==> src/rtl/bond_graph_fragment_walk_top_macros.svh <==
// Assertion macros used by the top-level RTL file.
`ifndef BOND_GRAPH_FRAGMENT_WALK_TOP_MACROS_SVH
`define BOND_GRAPH_FRAGMENT_WALK_TOP_MACROS_SVH

`ifndef ASSERT_OFF
`define BGFW_ASSERT(lbl, clk, rstn, prop, msg) \
  lbl: assert property (@(posedge clk) disable iff (!rstn) (prop)) else $error(msg);
`define BGFW_ASSERT_RST(lbl, clk, prop, msg) \
  lbl: assert property (@(posedge clk) (prop)) else $error(msg);
`else
`define BGFW_ASSERT(lbl, clk, rstn, prop, msg)
`define BGFW_ASSERT_RST(lbl, clk, prop, msg)
`endif

`endif

==> src/rtl/bgfw_pkg.sv <==
package bgfw_pkg;

  localparam int unsigned ATOM_W        = 6;
  localparam int unsigned CNT_W         = 4;
  localparam int unsigned REQ_W         = 2;
  localparam int unsigned NUM_ATOMS_DEF = 64;
  localparam int unsigned MAX_BONDS_DEF = 8;

  typedef enum logic [REQ_W-1:0] {
    REQ_ADD         = 2'd0,
    REQ_WALK        = 2'd1,
    REQ_CLR_BONDS   = 2'd2,
    REQ_CLR_VISITED = 2'd3
  } req_e;

  typedef enum logic [3:0] {
    ST_IDLE,
    ST_ADD_RDA,
    ST_ADD_RDB,
    ST_ADD_CHK,
    ST_ADD_WLA,
    ST_ADD_WCA,
    ST_ADD_WLB,
    ST_ADD_WCB,
    ST_RESP,
    ST_POP,
    ST_POP_WAIT,
    ST_CNT_WAIT,
    ST_SCAN_RD,
    ST_SCAN_CHK,
    ST_EMIT
  } state_e;

  typedef struct packed {
    logic [ATOM_W-1:0] atom;
    logic              last;
    logic              status;
  } result_t;

endpackage

==> src/rtl/bgfw_out_reg.sv <==
module bgfw_out_reg (
  input  logic              clk_i,
  input  logic              rst_ni,
  input  logic              load_i,
  input  bgfw_pkg::result_t res_i,
  output logic              free_o,
  output logic              m_axis_tvalid,
  input  logic              m_axis_tready,
  output logic [7:0]        m_axis_tdata,  // [5:0] atom_out, [7:6] zero
  output logic              m_axis_tlast,
  output logic [0:0]        m_axis_tuser   // [0] status
);
  import bgfw_pkg::*;

  logic    valid_q, valid_d;
  result_t res_q, res_d;

  always_comb begin
    free_o  = !valid_q || m_axis_tready;
    valid_d = valid_q;
    res_d   = res_q;
    if (free_o && load_i) begin
      valid_d = 1'b1;
      res_d   = res_i;
    end else if (m_axis_tready) begin
      valid_d = 1'b0;
    end
  end

  always_ff @(posedge clk_i or negedge rst_ni) begin
    if (!rst_ni) begin
      valid_q <= 1'b0;
    end else begin
      valid_q <= valid_d;
    end
  end

  always_ff @(posedge clk_i) begin
    res_q <= res_d;
  end

  assign m_axis_tvalid = valid_q;
  assign m_axis_tdata  = {{(8 - ATOM_W){1'b0}}, res_q.atom};
  assign m_axis_tlast  = res_q.last;
  assign m_axis_tuser  = res_q.status;

endmodule

==> config.mk <==
export PLATFORM = sky130hd
export DESIGN_NAME = bgfw_out_reg
export DESIGN_NICKNAME = d
export VERILOG_FILES = /design/src/rtl/bond_graph_fragment_walk_top_macros.svh /design/src/rtl/bgfw_pkg.sv /design/src/rtl/bgfw_out_reg.sv
export SDC_FILE = /design/constraint.sdc
export NUM_CORES = 1
export LEC_CHECK = 0
export ABC_AREA = 1
export BUFFER_PORTS_ARGS = -buffer_cell sky130_fd_sc_hd__buf_2
export CORE_AREA = 3 3 40 42
export DETAILED_ROUTE_END_ITERATION = 8
export DIE_AREA = 0 0 43 45
export PLACE_DENSITY = 0.49
export SLEW_MARGIN = 25
export SYNTH_ARGS = -nofsm -noshare
export SYNTH_HDL_FRONTEND = slang
export SYNTH_SLANG_ARGS = --single-unit
==> constraint.sdc <==
create_clock -name clk_i -period 2 [get_ports clk_i]
set_input_delay 0.2 -clock clk_i [delete_from_list [all_inputs] [get_ports clk_i]]
set_output_delay 0.2 -clock clk_i [all_outputs]
set_load 0.02 [all_outputs]
==> run summary <==
status - completed
WP data arrival - 0.91 ns
Worst-path clk slew - 0.06 ns
post-route cell area - 460 um2
first-pass GRT wire length - 910 um
fillers - 131
Initial Util - 23.7%
Initial DRC Count - 1
syn avg cell area - 17.9 um2
Static Leak - 0.217 nW
Worst Path Max Fanout - 3
antenna cells - 0
Final Max Slew Viols - 0
post-synthesis cell type count - 7
Tot GR Track Use - 6.84%
clk root buf - clkbuf_4
Routed Antenna Nets - 0
clock skew - 0.000752 ns
CORE AREA - 1280 um2
number of synthesized register bits - 9
final hold violation count - 0
DR vias/cell - 3.91
ys flop type - edfxtp_1
total wire length - 630 um
commonest cells in the netlist - 8 x edfxtp_1, 2 x buf_4, 2 x inv_1, 2 x nand2_1
Max clock buf depth - 2
CTS Sinks - 9
Max-cap violations - 0
crit path time final - 1.11 ns
crit path launch type - flop
kind of critical path - flop to output port
largest cells by area after synthesis - edfxtp_1 79%, dfrtp_1 8.2%, buf_4 4.9%
biggest area consumer among synthesized cells - edfxtp_1
DIE HEIGHT - 45 um
placed wire-length estimate - 509 um
Post-synth EDFFs - 8
Worst-Skew Late Latency - 0.25 ns
Port-buffer cells - 21
f_max - 0.904 GHz
largest net degree at the start of global routing - 9
Setup WS post-layout - 0.894 ns
Mapped Area - 304 um2
setup TNS - 0 ns
total grt overflow - 0
DIE WIDTH - 43 um
post-layout power - 0.407 mW
# nets final - 56
Peak VDD IR - 292 uV
First-pass DRT Iterations - 2
Post-synth ARST share - 11.1%
hold_ws - 0.123 ns
# H-tree levels - 1
CTS Buf Count - 3
vias in the first global route - 215
post-synthesis sequential area ratio - 87.2%
share of layout cells above drive strength 1 - 58.1%
Synth-to-Final Area Change - 51.4%
DRC Markers - 0
post-synthesis cell count - 17
die area - 1940 um2
num rows - 13
Placed Area - 424 um2
most frequent cell after synthesis - edfxtp_1
pre-CTS setup slack - 0.995 ns
vias - 227
WL/cell - 10.9 um
RSZ-0062 raised after global routing - no
CTS tree - done
Placer Congestion - 0.730
worst min path class - primary input to flop
power per cell area - 884 nW/um2
Period Utilization, post-route - 55.3%
Ports - 24
initial antenna violation count - 0
synth warn - 0
setup violators final - 0
critical path capture point type - output port
Synth top area share - 79.0%
critical path required time - 1.80 ns
## timing repair
item / in CTS / in global routing
hold buffers: 1 / 0
setup buffers: 0 / 0
endpoints found under the setup margin: 0 / 0
resized for setup: 0 / 0
hold endpoints to repair: 1 / 0
## critical path, cell delays in order (launching register included)
cell	delay [ns]
dfrtp_1	0.40
nand2_1	0.09
buf_2	0.16
## metal layers
layer | global-route usage [%] | up-vias | part of all wire [%]
met5 | 0 | - | 0
met4 | 3.61 | 0 | 0
met3 | 4.78 | 0 | 15
met2 | 11.4 | 19 | 49
met1 | 6.27 | 102 | 36
li1 | - | 106 | -
## layout by cell type (no fill, tap or decap)
cell type,n
edfxtp_1,8
a21oi_1,1
nand2_1,2
buf_4,1
dfrtp_1,1
dlygate4sd3_1,1
clkbuf_4,3
clkbuf_1,1
inv_1,2
buf_2,21
conb_1,2
## cells by family (layout without fill, tap and decap cells)
family	Yosys count	in the layout	synth area share, %
AO/OA/AOI/OAI	1	1	1.64
AND/OR/NAND/NOR	2	2	2.47
flip-flops	9	9	87.2
other	1	2	1.23
buffers and inverters	4	29	7.41
## through the flow
step	util, %	cells
detailed placement	33.0	53
floorplan	-	18
global route	35.8	58
global placement	33.0	53
CTS	35.8	58
finish	35.8	58
## worst paths after layout
kind	start	endpoint	slack, ns	depth (start not counted)
max in group asynchronous	rst_ni	m_axis_tvalid	1.66	2
hold reg to reg	m_axis_tvalid	m_axis_tvalid	0.54	2
hold / removal	res_i[5]	m_axis_tdata[3]	0.12	1
setup / recovery	m_axis_tvalid	free_o	0.89	2
min in group asynchronous	rst_ni	m_axis_tvalid	0.25	2
setup reg to reg	m_axis_tvalid	m_axis_tdata[0]	0.98	2
## power breakdown
part	switching, mW	internal [mW]
combinational	0.0310	0.0190
clock	0.0603	0.0767
sequential	0.00286	0.217
total	0.0941	0.313
## registers in the layout, summed over array words and instances, names as in the netlist
register,count
m_axis_tuser,1
m_axis_tdata,6
m_axis_tvalid,1
m_axis_tlast,1
## area by class of cell
cell class | count | area (um2) | share of cell area (%)
clock buffers | 4 | 26.3 | 5.71
well taps | 15 | 18.8 | 4.08
flip-flops and latches | 9 | 265 | 57.6
inverters | 2 | 7.51 | 1.63
multi-input cells | 5 | 20.0 | 4.35
repair buffers | 23 | 123 | 26.6
No activity file was read; power rests on OpenSTA's default activity.
