**src/rtl/bond_graph_fragment_walk_top_macros.svh**
```systemverilog
// Assertion macros used by the top-level RTL file.
`ifndef BOND_GRAPH_FRAGMENT_WALK_TOP_MACROS_SVH
`define BOND_GRAPH_FRAGMENT_WALK_TOP_MACROS_SVH

`ifndef ASSERT_OFF
`define BGFW_ASSERT(lbl, clk, rstn, prop, msg) \
  lbl: assert property (@(posedge clk) disable iff (!rstn) (prop)) else $error(msg);
`define BGFW_ASSERT_RST(lbl, clk, prop, msg) \
  lbl: assert property (@(posedge clk) (prop)) else $error(msg);
`else
`define BGFW_ASSERT(lbl, clk, rstn, prop, msg)
`define BGFW_ASSERT_RST(lbl, clk, prop, msg)
`endif

`endif

```
**src/rtl/bgfw_ram.sv**
```systemverilog
module bgfw_ram #(
  parameter int unsigned WIDTH = 6,
  parameter int unsigned DEPTH = 64
) (
  input  logic                     clk_i,
  input  logic                     we_i,
  input  logic [$clog2(DEPTH)-1:0] addr_i,
  input  logic [WIDTH-1:0]         wdata_i,
  output logic [WIDTH-1:0]         rdata_o
);

  logic [WIDTH-1:0] mem_q [DEPTH];
  logic [WIDTH-1:0] rdata_q;

  always_ff @(posedge clk_i) begin
    if (we_i) begin
      mem_q[addr_i] <= wdata_i;
    end
    rdata_q <= mem_q[addr_i];
  end

  assign rdata_o = rdata_q;

endmodule

```
**config.mk**
```make
export PLATFORM = sky130hd
export DESIGN_NAME = bgfw_ram
export DESIGN_NICKNAME = d
export VERILOG_FILES = /design/src/rtl/bond_graph_fragment_walk_top_macros.svh /design/src/rtl/bgfw_ram.sv
export SDC_FILE = /design/constraint.sdc
export NUM_CORES = 1
export LEC_CHECK = 0
export BUFFER_PORTS_ARGS = -buffer_cell sky130_fd_sc_hd__clkbuf_2
export CORE_MARGIN = 2
export CORE_UTILIZATION = 40
export DETAILED_ROUTE_END_ITERATION = 10
export GPL_TIMING_DRIVEN = 0
export PLACE_DENSITY = 0.66
export SYNTH_ARGS = -nofsm -noshare
export SYNTH_HDL_FRONTEND = slang
export SYNTH_SLANG_ARGS = --single-unit
export TNS_END_PERCENT = 100
```
**constraint.sdc**
```tcl
create_clock -name clk_i -period 2.8 [get_ports clk_i]
set_clock_uncertainty 0.1 [all_clocks]
set_input_delay 0.28 -clock clk_i [delete_from_list [all_inputs] [get_ports clk_i]]
set_output_delay 0.28 -clock clk_i [all_outputs]
set_load 0.005 [all_outputs]
```
==> impl_results.md, run 1 <==
* Startpoint Class: input pin
* Max Cap Violations at 0
* Placed Area at 16,000 um^2
* Layout area overhead at 15.6%
* Die height at 199 um
* Synth Area per Inst at 16.5 um^2
* Postcts setup bufs at 0
* Worst hold path type: in -> reg
* DRT iter0 DRCs at 1,679
* DR WL/cell at 31.9 um
* DRT Wirelength at 48,500 um
* RSZ-0062 raised after global routing: yes
* Core area at 37,700 um^2
* Status: finished with violations
* Port-buffer cells at 16
* Final Instance Area at 17,600 um^2
* Switch Pwr at 2.81 mW
* Asr flop ratio synth at 0%
* Vias per std cell at 6.33
* CTS tree: done
* Ports at 20
* Worst VDD drop at 0.000407 V
* Synth Net Count at 937
* Worst Path Arrival at 3.12 ns
* Crit path capture type: flip-flop
* GRT Residual Overflow at 0
* Number of synthesized register bits at 390
* Clock Tree Root: clkbuf_16
* Vias in the first global route at 9,232
* Initial antenna violation count at 0
* Number of library cell types mapped by synthesis at 54
* GR Util met3 at 5.84%
* Inst Count DP at 1,450
* Leak Pwr at 5.48 nW
* Cell area power density at 712 nW/um^2
* Met2 GRT Util at 36.9%
* # diodes at 0
* Logic pwr share at 6.6%
* Final nets at 995
* Switching share of power at 22.4%
* DR pass1 iterations at 5
* Number of fill cells at 3,252
* Clock share of power at 41.9%
* Clk pin slew, worst setup/hold paths at 0.06 ns
* Worst Path Max Fanout at 10
* Gp weighted congestion at 1.01
* Post-synth EDFFs at 384
* Final Hold Viols at 0
* Post-route setup slack at -0.241 ns
* Ys Warns at 0
* Mapped Area at 15,300 um^2
* Max Root-Sink Buffers at 3
* Initial Utilization at 40.5%
* Max Slew Vio Count at 0
* Sequential cell area at 11,700 um^2
* Global-route wire length before repair at 67,200 um
* DRC violations left at 0
* DP Wirelength at 30,400 um
* Cts hold-fix bufs at 0
* Final worst path period share at 109%
* Fmax at 329 MHz
* H-tree Lvls at 2
* Pint at 9.76 mW
* Clock buffers created by TritonCTS at 39
* Final ANT Viol Nets at 0
* Die Wd at 199 um
* Worst-Margin Slew at 1.44 ns
* Main synth FF type: edfxtp_1
* Kind of critical path: in -> reg
* CTS sink count at 390
* Register area share after synthesis at 76.3%
* Mapped Cells at 923
* Global Route met1 Usage at 33.6%
* Final Non-Filler Cells at 1,519
* GRT Overall Usage at 24.5%
* Violated checks: setup timing
* Final Setup Violations at 194
* Worst slew margin at 4.30%
* Post-cts resize count at 72
* Vias at 9,617
* Largest net degree at the start of global routing at 65
* Clock Latency Late Sink at 0.54 ns
* Share of post-route cells with drive strength above 1 at 22.1%
* Area of the multi-input gates at 3570 um^2
* Rows at 71
* DP Worst Slack at -1.64 ns
* Most used routing layer: met2
* Total power at 12.6 mW
* Seq pwr share at 51.5%
* Final Critical Period at 3.04 ns
* Area of the die at 39,700 um^2
* WP data required at 2.88 ns
* Hold_ws at 0.105 ns
## power by group through the flow
stage	sequential (mW)	clock [mW]	combinational, mW
5_1_grt	6.48	5.49	0.851
3_5_place_dp	6.61	0	0.763
2_1_floorplan	6.60	0	0.363
4_1_cts	6.48	5.25	0.775
6_report	6.48	5.27	0.831
3_3_place_gp	6.60	0	0.757
## metal layers
| metal | vias to the layer above | wire, um |
|---|---|---|
| met5 | - | 0 |
| met4 | 0 | 2560 |
| met3 | 152 | 6250 |
| met2 | 823 | 21400 |
| met1 | 4767 | 18300 |
| li1 | 3875 | - |
## path summary, 6_finish.rpt
path / startpoint / end / slack, ns / cells past startpoint
worst max-delay path: addr_i[2] / mem_q[7][0] / -0.24 / 7
worst min register to register: mem_q[44][4] / rdata_o[4] / 0.69 / 3
worst max register to register: mem_q[35][4] / rdata_o[4] / 0.45 / 4
worst min-delay path: wdata_i[0] / mem_q[32][0] / 0.10 / 1
## final cells by class
cell class                 count  area share (%)
buffer                        66            1.93
clock buffer                  46            6.03
clock inverter                22            1.20
inverter                       2          0.0425
multi-input combinational    462            20.2
sequential                   390            66.0
tap                          511            3.62
timing repair buffer          20           0.907
## cells in the final DEF (no fill, tap or decap), types with 9 or more instances in the layout
| cell type | Yosys | final |
|---|---|---|
| edfxtp_1 | 384 | 384 |
| a221oi_1 | 54 | 54 |
| a22oi_1 | 54 | 54 |
| nor2_2 | 0 | 43 |
| clkbuf_16 | 0 | 41 |
| mux2i_1 | 34 | 34 |
| buf_2 | 26 | 28 |
| nor2_1 | 92 | 27 |
| o21ai_0 | 27 | 27 |
| a21oi_1 | 27 | 27 |
| clkbuf_1 | 29 | 25 |
| nor2_4 | 0 | 22 |
| nand2_1 | 25 | 21 |
| clkbuf_2 | 0 | 20 |
| mux2_2 | 17 | 17 |
| o22ai_1 | 14 | 14 |
| a22o_1 | 12 | 12 |
| mux4_2 | 11 | 11 |
| clkinv_1 | 0 | 9 |
## through the flow
stage	utilization (%)	TNS (ns)
finish	46.9	-20.68
global route	46.9	-12.84
CTS	46.3	-2.97
detailed placement	42.4	-444.64
global placement	42.4	-432.68
floorplan	-	0
## critical path, stage by stage
cell      delay (ns)
buf_6           0.13
buf_4           0.29
buf_4           0.36
buf_2           0.46
clkbuf_2        0.44
nand3_2         0.57
nor2_2          0.54
## registers in the layout (all words and copies together), names as in the netlist
signal	flops
mem_q	384
rdata_o	6
## Yosys cell counts, types with 5 or more instances
master | instances | area (um^2)
nand3_1 | 6 | 30.0
a31oi_1 | 6 | 37.5
buf_1 | 6 | 22.5
dfxtp_1 | 6 | 120
mux2i_1 | 34 | 340
nand2_1 | 25 | 93.8
mux4_2 | 11 | 248
mux2_2 | 17 | 191
a221oi_1 | 54 | 473
o211ai_1 | 8 | 60.1
a22oi_1 | 54 | 405
edfxtp_1 | 384 | 11500
a22o_1 | 12 | 105
clkbuf_1 | 29 | 109
o22ai_1 | 14 | 87.6
nor2b_1 | 8 | 50.1
a211oi_1 | 8 | 60.1
o221ai_1 | 5 | 43.8
nand3b_1 | 5 | 37.5
o21ai_0 | 27 | 135
a21oi_1 | 27 | 135
nor2_1 | 92 | 345
or4_1 | 5 | 37.5
buf_2 | 26 | 130
## cells by family (layout without fill, tap and decap cells)
logic type | Yosys count | after routing | share of synthesized area [%]
DFF | 390 | 390 | 76.3
AOI/OAI and AO/OA | 239 | 239 | 11.5
and+or+nand+nor | 161 | 161 | 4.81
buffers and inverters | 71 | 156 | 2.25
muxes | 62 | 62 | 5.11
Note: power is estimated with default switching activity, not from simulation.
==> inputs of run 2 (changes only) <==
--- a/config.mk
+++ b/config.mk
@@ -6,6 +6,7 @@
 export NUM_CORES = 1
 export LEC_CHECK = 0
 export BUFFER_PORTS_ARGS = -buffer_cell sky130_fd_sc_hd__clkbuf_2
+export CORE_ASPECT_RATIO = 1.2
 export CORE_MARGIN = 2
 export CORE_UTILIZATION = 40
 export DETAILED_ROUTE_END_ITERATION = 10
==> impl_results.md, run 2 (synthesized netlist as in run 1, its figures left out) <==
* Crit path capture type: flip-flop (unchanged)
* Global-route wire length before repair at 68,200 um (was 67,200 um)
* # diodes at 0 (unchanged)
* Clock Latency Late Sink at 0.54 ns (about the same)
* Slowest cell delay on critical path at 0.63 ns (was 0.57 ns)
* Worst-Margin Slew at 1.45 ns (was 1.44 ns)
* Fmax at 339 MHz (was 329 MHz)
* Ports at 20 (unchanged)
* Final nets at 991 (was 995)
* Crit path to: rdata_o[3] (was mem_q[7][0])
* Hold_ws at 0.0777 ns (was 0.105 ns)
* Crit-path cells: clkbuf_2, buf_2, buf_2, clkdlybuf4s15_2, mux4_2, mux2i_1, o22ai_1, a21oi_1, nand3b_1 (was buf_6, buf_4, buf_4, buf_2, clkbuf_2, nand3_2, nor2_2)
* DP Wirelength at 30,400 um (about the same)
* Worst Path Max Fanout at 10 (unchanged)
* Post-route setup slack at -0.149 ns (was -0.241 ns)
* Cts hold-fix bufs at 0 (unchanged)
* Inst Count DP at 1,419 (was 1,450)
* Share of post-route cells with drive strength above 1 at 19.7% (was 22.1%)
* CTS tree: done (unchanged)
* Postcts setup bufs at 0 (unchanged)
* Final Critical Period at 2.95 ns (was 3.04 ns)
* CP bufs+invs at 4 (was 5)
* Number of fill cells at 3,219 (was 3,252)
* Reg2Reg Setup Slack at 0.52 ns (was 0.45 ns)
* Most frequent cells in the layout: edfxtp_1, nor2_2, a221oi_1, a22oi_1, clkbuf_16 (was edfxtp_1, a221oi_1, a22oi_1, nor2_2, clkbuf_16)
* FF-to-FF Start: mem_q[35][4] (unchanged)
* CP startpoint: addr_i[1] (was addr_i[2])
* Commonest non-fill, non-tap cell in the layout: edfxtp_1 (unchanged)
* Vias at 9,773 (was 9,617)
* Area of the die at 39,700 um^2 (about the same)
* Kind of critical path: in -> reg (unchanged)
* Reg-to-reg endpoint: rdata_o[4] (unchanged)
* Initial Utilization at 40.4% (was 40.5%)
* Slowest cell on crit path: clkdlybuf4s15_2 (was nand3_2)
* DRT Wirelength at 48,600 um (was 48,500 um)
* Max Slew Vio Count at 0 (unchanged)
* Status: finished with violations (unchanged)
* Rows at 78 (was 71)
* Layout area overhead at 13.1% (was 15.6%)
* Core area at 37,800 um^2 (was 37,700 um^2)
* DRT iter0 DRCs at 1,684 (was 1,679)
* GRT Residual Overflow at 0 (unchanged)
* Cell area power density at 700 nW/um^2 (was 712 nW/um^2)
* Port-buffer cells at 16 (unchanged)
* DR WL/cell at 32.9 um (was 31.9 um)
* Cell mode on critical path: buf_2 (was buf_4)
* RSZ-0062 raised after global routing: no (was yes)
* H-tree Lvls at 2 (unchanged)
* Die height at 218 um (was 199 um)
* Vias per std cell at 6.61 (was 6.33)
* Final ANT Viol Nets at 0 (unchanged)
* Worst slew margin at 3.60% (was 4.30%)
* CP Depth at 9 (was 7)
* Violated checks: setup timing (unchanged)
* Die Wd at 182 um (was 199 um)
* Clock Tree Root: clkbuf_16 (unchanged)
* Startpoint Class: input pin (unchanged)
* Final Hold Viols at 0 (unchanged)
* Max Cap Violations at 0 (unchanged)
* Clk pin slew, worst setup/hold paths at 0.07 ns (was 0.06 ns)
* Worst Path Arrival at 3.20 ns (was 3.12 ns)
* Final Setup Violations at 26 (was 194)
* DR pass1 iterations at 5 (unchanged)
* Total power at 12.1 mW (was 12.6 mW)
* Max Root-Sink Buffers at 3 (unchanged)
* Initial antenna violation count at 0 (unchanged)
* Vias in the first global route at 9,424 (was 9,232)
* Largest net degree at the start of global routing at 65 (unchanged)
* Reg2Reg Depth at 4 (unchanged)
* Leak Pwr at 5.36 nW (was 5.48 nW)
* Worst hold path type: in -> reg (unchanged)
* Final worst path period share at 105% (was 109%)
* DRC violations left at 0 (unchanged)
* Gp weighted congestion at 1.01 (about the same)
* CTS sink count at 390 (unchanged)
* Worst VDD drop at 0.000323 V (was 0.000407 V)
* Final Non-Filler Cells at 1,478 (was 1,519)
* Reg with most FFs: mem_q (unchanged)
* Largest register FFs at 384 (unchanged)
* Clock buffers created by TritonCTS at 36 (was 39)
* Top Family by Delay on Critical Path: buffers and inverters (unchanged)
* GRT Overall Usage at 24.5% (about the same)
* WP data required at 3.05 ns (was 2.88 ns)
[run 2: per-layer routing]
metal  track usage [%]  wire, um  vias to the layer above
met5                 0         0                        -
li1                  -         -                     3851
met1              31.0     17600                     4939
met4              15.8      3290                        0
met3              4.68      5080                      183
met2              38.7     22600                      800
[run 2: final cells by class]
type                            count  area, um^2  area share, %
Timing Repair Buffer               18         120          0.696
Multi-Input combinational cell    462        3440           19.9
Tap cell                          480         601           3.48
Buffer                             67         357           2.06
Clock inverter                     10         126          0.732
Sequential cell                   390       11700           67.5
Inverter                            2        7.51         0.0435
Clock buffer                       49         971           5.62
[run 2: repair_timing]
item | 4_1_cts | 5_1_grt
setup endpoints to repair | 386 | 109
resized for setup | 65 | 10
endpoints found under the hold margin | 0 | 0
gates cloned | 0 | 0
[run 2: report_power, final]
part	switching [mW]	leakage, nW	internal, mW
registers	0.0138	3.51	6.47
logic	0.609	1.33	0.212
clock network	2.09	0.527	2.70
total	2.72	5.36	9.38
[run 2: how the worst min path moves through the flow]
| stage | from | end | slack [ns] | cells after the start |
|---|---|---|---|---|
| after global routing | wdata_i[0] | mem_q[59][0] | 0.07 | 1 |
| after global placement | rdata_o[1] | rdata_o[1] | 0.55 | 1 |
| final | wdata_i[0] | mem_q[27][0] | 0.08 | 1 |
| after CTS | addr_i[5] | rdata_o[2] | 0.40 | 4 |
| after detailed placement | rdata_o[1] | rdata_o[1] | 0.55 | 1 |
| after floorplan | wdata_i[0] | mem_q[0][0] | 0.28 | 0 |
[run 2: through the flow]
stage / worst slack, ns / util, % / setup TNS [ns] / area (um^2)
2_1_floorplan: 0.500 / - / 0 / 15300
3_3_place_gp: -1.47 / 42.2 / -419.54 / 15900
3_5_place_dp: -1.51 / 42.2 / -424.94 / 15900
4_1_cts: -0.00736 / 45.6 / -0.0411 / 17200
5_1_grt: 0.00316 / 45.7 / 0 / 17300
6_report: -0.149 / 45.7 / -0.713 / 17300
